`config.mk`:
```
export PLATFORM = sky130hd
export DESIGN_NAME = frs_geom
export DESIGN_NICKNAME = d
export VERILOG_FILES = /design/src/design/frs_pkg.sv /design/src/design/frs_geom.sv
export SDC_FILE = /design/constraint.sdc
export NUM_CORES = 1
export LEC_CHECK = 0
export ABC_AREA = 1
export BUFFER_PORTS_ARGS = -buffer_cell sky130_fd_sc_hd__clkbuf_2
export CORE_ASPECT_RATIO = 0.6
export CORE_UTILIZATION = 35
export CTS_CLUSTER_SIZE = 16
export DETAILED_ROUTE_END_ITERATION = 8
export SETUP_SLACK_MARGIN = 0.3
export SLEW_MARGIN = 20
export SYNTH_ARGS = -nofsm -noshare
export SYNTH_HDL_FRONTEND = slang
export SYNTH_SLANG_ARGS = --single-unit
```
`constraint.sdc`:
```
create_clock -name clk_i -period 3.7 [get_ports clk_i]
set_input_delay 0.185 -clock clk_i [delete_from_list [all_inputs] [get_ports clk_i]]
set_output_delay 0.185 -clock clk_i [all_outputs]
set_load 0.03 [all_outputs]
```
`src/design/frs_pkg.sv`:
```
package frs_pkg;

  // Field widths of the item and result channels.
  localparam int FUNC_W     = 2;
  localparam int NOW_W      = 32;
  localparam int PART_W     = 8;
  localparam int PAYLOAD_W  = 16;
  localparam int TOTAL_W    = 24;
  localparam int INTERVAL_W = 32;
  localparam int LEN_W      = 17;
  localparam int IDX_OUT_W  = 8;

  // The product of a fragment index and a fragment step fits in 25 bits.
  localparam int OFF_W      = 25;

  // A live fragment count of up to 256 needs nine bits.
  localparam int CNT_W      = 9;

  // Configuration port.
  localparam int CFG_IDX_W  = 2;
  localparam int CFG_DATA_W = 32;

  // Fragment marks: zero is never sent, all ones is finished.
  localparam int MARK_W = 32;
  localparam logic [MARK_W-1:0] MARK_DONE = 32'hFFFF_FFFF;

  localparam logic [PAYLOAD_W-1:0] PAYLOAD_RESET = 16'd500;

  typedef enum logic [FUNC_W-1:0] {
    FUNC_START = 2'd0,
    FUNC_GET   = 2'd1,
    FUNC_ACK   = 2'd2
  } func_e;

  typedef enum logic [CFG_IDX_W-1:0] {
    CFG_PART_COUNT      = 2'd0,
    CFG_PAYLOAD_SIZE    = 2'd1,
    CFG_TOTAL_LENGTH    = 2'd2,
    CFG_RESEND_INTERVAL = 2'd3
  } cfg_reg_e;

endpackage

```
`src/design/frs_geom.sv`:
```
module frs_geom #(
  parameter int MAX_PARTS    = 256,
  parameter int HEADER_BYTES = 8,
  localparam int IdxW        = (MAX_PARTS > 1) ? $clog2(MAX_PARTS) : 1
) (
  input  logic                           clk_i,
  input  logic                           rst_ni,
  input  logic                           start_i,
  input  logic [IdxW-1:0]                idx_i,
  input  logic [frs_pkg::PAYLOAD_W-1:0]  payload_size_i,
  input  logic [frs_pkg::TOTAL_W-1:0]    total_length_i,
  output logic                           done_o,
  output logic [frs_pkg::TOTAL_W-1:0]    byte_offset_o,
  output logic [frs_pkg::LEN_W-1:0]      byte_length_o
);
  import frs_pkg::*;

  logic [LEN_W-1:0]   step;
  logic [OFF_W-1:0]   remain;
  logic [OFF_W-1:0]   prod_q;
  logic [LEN_W-1:0]   step_q;
  logic               s1_q;
  logic               s2_q;
  logic [TOTAL_W-1:0] off_q;
  logic [LEN_W-1:0]   len_q;

  // One fragment occupies its header plus its payload in the buffer.
  assign step = LEN_W'(payload_size_i) + LEN_W'(HEADER_BYTES);

  // Bytes left in the buffer from the fragment's offset, saturating at zero.
  assign remain = (OFF_W'(total_length_i) > prod_q) ? OFF_W'(total_length_i) - prod_q
                                                     : '0;

  // Stage one multiplies, stage two clips the length to what remains.
  always_ff @(posedge clk_i or negedge rst_ni) begin
    if (!rst_ni) begin
      s1_q   <= 1'b0;
      s2_q   <= 1'b0;
      prod_q <= '0;
      step_q <= '0;
      off_q  <= '0;
      len_q  <= '0;
    end else begin
      s1_q   <= start_i;
      s2_q   <= s1_q;
      prod_q <= OFF_W'(idx_i) * OFF_W'(step);
      step_q <= step;
      off_q  <= prod_q[TOTAL_W-1:0];
      len_q  <= (OFF_W'(step_q) < remain) ? step_q : remain[LEN_W-1:0];
    end
  end

  assign done_o        = s2_q;
  assign byte_offset_o = off_q;
  assign byte_length_o = len_q;

endmodule

```
==> summary.txt <==
Clock tree
  • Worst-Skew Late Latency: 0.36 ns
  • TritonCTS clock tree: built
  • H-tree lvl count: 3
  • Root Buffer: clkbuf_16
  • Clk sink count: 85
  • CTS buffer count: 9
  • Max Root-Sink Buffers: 2
  • Reg clk slew, reported paths: 0.06 ns

Power and ir drop
  • Leakage: 7.28 nW
  • Power density over the cells: 912 nW/um^2
  • Pwr Total: 12.6 mW
  • VDD IR max: 466 uV

Outcome
  • Failing checks: setup timing
  • Status: complete, but fails checks

Cells and area
  • Area grow syn2layout: 49.3%
  • Post-Layout Cell Count: 1898
  • # fillers: 2360
  • Layout cell share with drive strength beyond 1: 41.3%
  • Finished Cell Area: 13900 um^2
  • Diode count: 0
  • Nets: 1769

Route
  • Final WL: 30.5 mm
  • Drt via density: around 4.6
  • DR WL/cell: 16.1 um
  • Antenna viol nets, final: 0
  • DR DRC count: 0
  • First drt pass iteration count: 5
  • DRT iter0 DRCs: 511
  • Vias: 8748

Yosys
  • Syn Area/Cell: about 7.5 um^2
  • Top cells by area, synth: dfrtp_1 (23%), fa_1 (20%), inv_1 (12%), nand2_1 (12%), ha_1 (12%)
  • Synth area leader: dfrtp_1
  • Cell variety after synth: 38
  • Top cells by count, synth: inv_1 (294), nand2_1 (294), nor2_1 (144), fa_1 (91), ha_1 (86)
  • Sequential element share of the synthesized area: between 20% and 30%
  • Post-synth top area share: between 20% and 30%
  • Synth Cell Area: 9280 um^2
  • Seq cells post-synth: 85
  • Ys Warns: 0
  • Post-synth EDFFs: 0
  • Cells after Synth: 1232
  • Ys flop type: dfrtp_1
  • Async SR Flop Fraction: 100%
  • Mapped Nets: 1460

Worst hold path
  • Hold Crit Class: in2reg

Place
  • DP Area: between 10000 and 15000 um^2
  • Placed cell count: roughly 1800
  • Gpl congestion: 0.973
  • Hpwl dp: approximately 24 mm
  • Port Buffers: 92

STA
  • Final WS setup: -0.787 ns
  • Rel. slew slack: 52.4%
  • Final setup vio count: 18
  • Tightest Pin Transition: 0.715 ns
  • Fmax: 223 MHz
  • Pins Over Slew Limit: 0
  • Skew final: roughly 0.0080 ns
  • Tcrit/Tclk final: 121%
  • RSZ-0062 raised after global routing: true
  • Crit path time final: roughly 4.5 ns
  • Final hold violations: 0

Critical path
  • R2R setup slack: 0.22 ns
  • Critical Path Max Stage Delay: 0.53 ns
  • CP arrival: about 4.8 ns
  • Crit end category: flip-flop
  • Critical path fanouts, max: 3
  • Setup CP Type: in2reg
  • CP required: between 3 and 4 ns
  • Setup crit start kind: input pin
  • Critical Path Slowest Stage Cell: fa_1

Floorplanning
  • FP Rows: 45
  • CORE AREA: 25700 um^2
  • Starting Density: 36.2%
  • Die Width: 212 um
  • Die H: 128 um
  • Top Ports: 93
  • Die ar.: ~27000 um^2

Global routing
  • Tot GR Track Use: 21.8%
  • Vias in the first global route: 8130
  • Grt total ovfl: 0
  • First-pass GRT wire length: between 40 and 50 mm
  • Largest net degree at the start of global routing: between 50 and 60
  • Initial antenna violation count: 0

Run
  • Maxcap violations: 0
[path summary, 6_finish.rpt]
check	startpoint	end	cells past startpoint
max in group asynchronous	rst_ni	s1_q	3
worst min-delay path	payload_size_i[0]	step_q[0]	2
min in group asynchronous	rst_ni	byte_offset_o[21]	2
worst max register to register	prod_q[2]	byte_length_o[8]	26
worst max-delay path	payload_size_i[4]	prod_q[24]	29
worst min register to register	s1_q	done_o	0
[cell type report]
class	instances	area, um^2	share of cell area (%)
sequential	85	2130	15.3
inverter	299	1120	8.12
timing repair buffer	314	2360	17.0
tap	352	440	3.18
clock inverter	6	53.8	0.388
multi-input combinational	832	7530	54.3
clock buffer	10	229	1.65
[critical path: cells and delay by family]
family	cells	cell delay (ns)
adder cells (fa/ha/maj)	6	2.43
AND/OR/NAND/NOR	14	1.31
buffers and inverters	7	0.56
XOR/XNOR	2	0.28
[layout by cell type (no fill, tap or decap), drive strengths merged, types with 3 or more instances in the layout]
cell	instances
ha	86
o21ai	13
nor2	157
fa	91
nand2	314
a21oi	42
nand4	12
a31oi	7
xor2	23
nand3	47
nor3	5
a21o	3
inv	301
nand3b	3
o21bai	6
clkbuf	99
clkinv	3
buf	223
xnor2	15
dfrtp	85
[per-layer routing]
metal / GRT usage (%) / share of wire [%] / vias to the layer above
met1: 35.2 / 52 / 4182
met2: 28.6 / 40 / 258
met5: 0 / 0 / -
li1: - / - / 4296
met3: 6.32 / 7.8 / 12
met4: 2.54 / 0.67 / 0
[repair_timing]
item | in CTS | in global routing
buffers inserted | 21 | 34
pin swaps | 78 | 86
gates resized for setup | 119 | 232
cloned | 1 | 3
endpoints found under the hold margin | 57 | 0
endpoints found under the setup margin | 35 | 36
hold buffers | 2 | 0
[power by group]
part	switching [mW]	internal, mW	leakage, nW
Sequential	0.179	1.30	1.01
Combinational	5.63	4.65	6.13
Clock	0.405	0.468	0.136
Total	6.22	6.43	7.28
[cell families (layout without fill, tap and decap cells)]
family                   after synthesis  in the layout  synth area share [%]
AND/OR/NAND/NOR                      542            543                  24.7
buffers and inverters                316            629                  13.0
adder cells (fa/ha/maj)              177            177                  31.2
flip-flops                            85             85                  22.9
AO/OA/AOI/OAI                         74             74                  4.45
XOR/XNOR                              38             38                  3.79
[flip-flops by register name (all words and copies together), names as in the netlist]
signal / count
done_o: 1
prod_q: 25
byte_length_o: 17
s1_q: 1
step_q: 17
byte_offset_o: 24
[metrics by stage]
stage,setup slack (ns),setup TNS [ns],hold slack (ns),utilization (%)
2_1_floorplan,-0.957,-9.32,-0.111,-
3_3_place_gp,-1.21,-16.80,0.275,44.7
3_5_place_dp,-1.34,-17.98,0.269,44.7
4_1_cts,-0.811,-8.35,0.106,48.8
5_1_grt,-1.08,-13.34,0.117,54.0
6_report,-0.787,-10.0,0.119,54.0
Power figures use the tool's default switching activity.
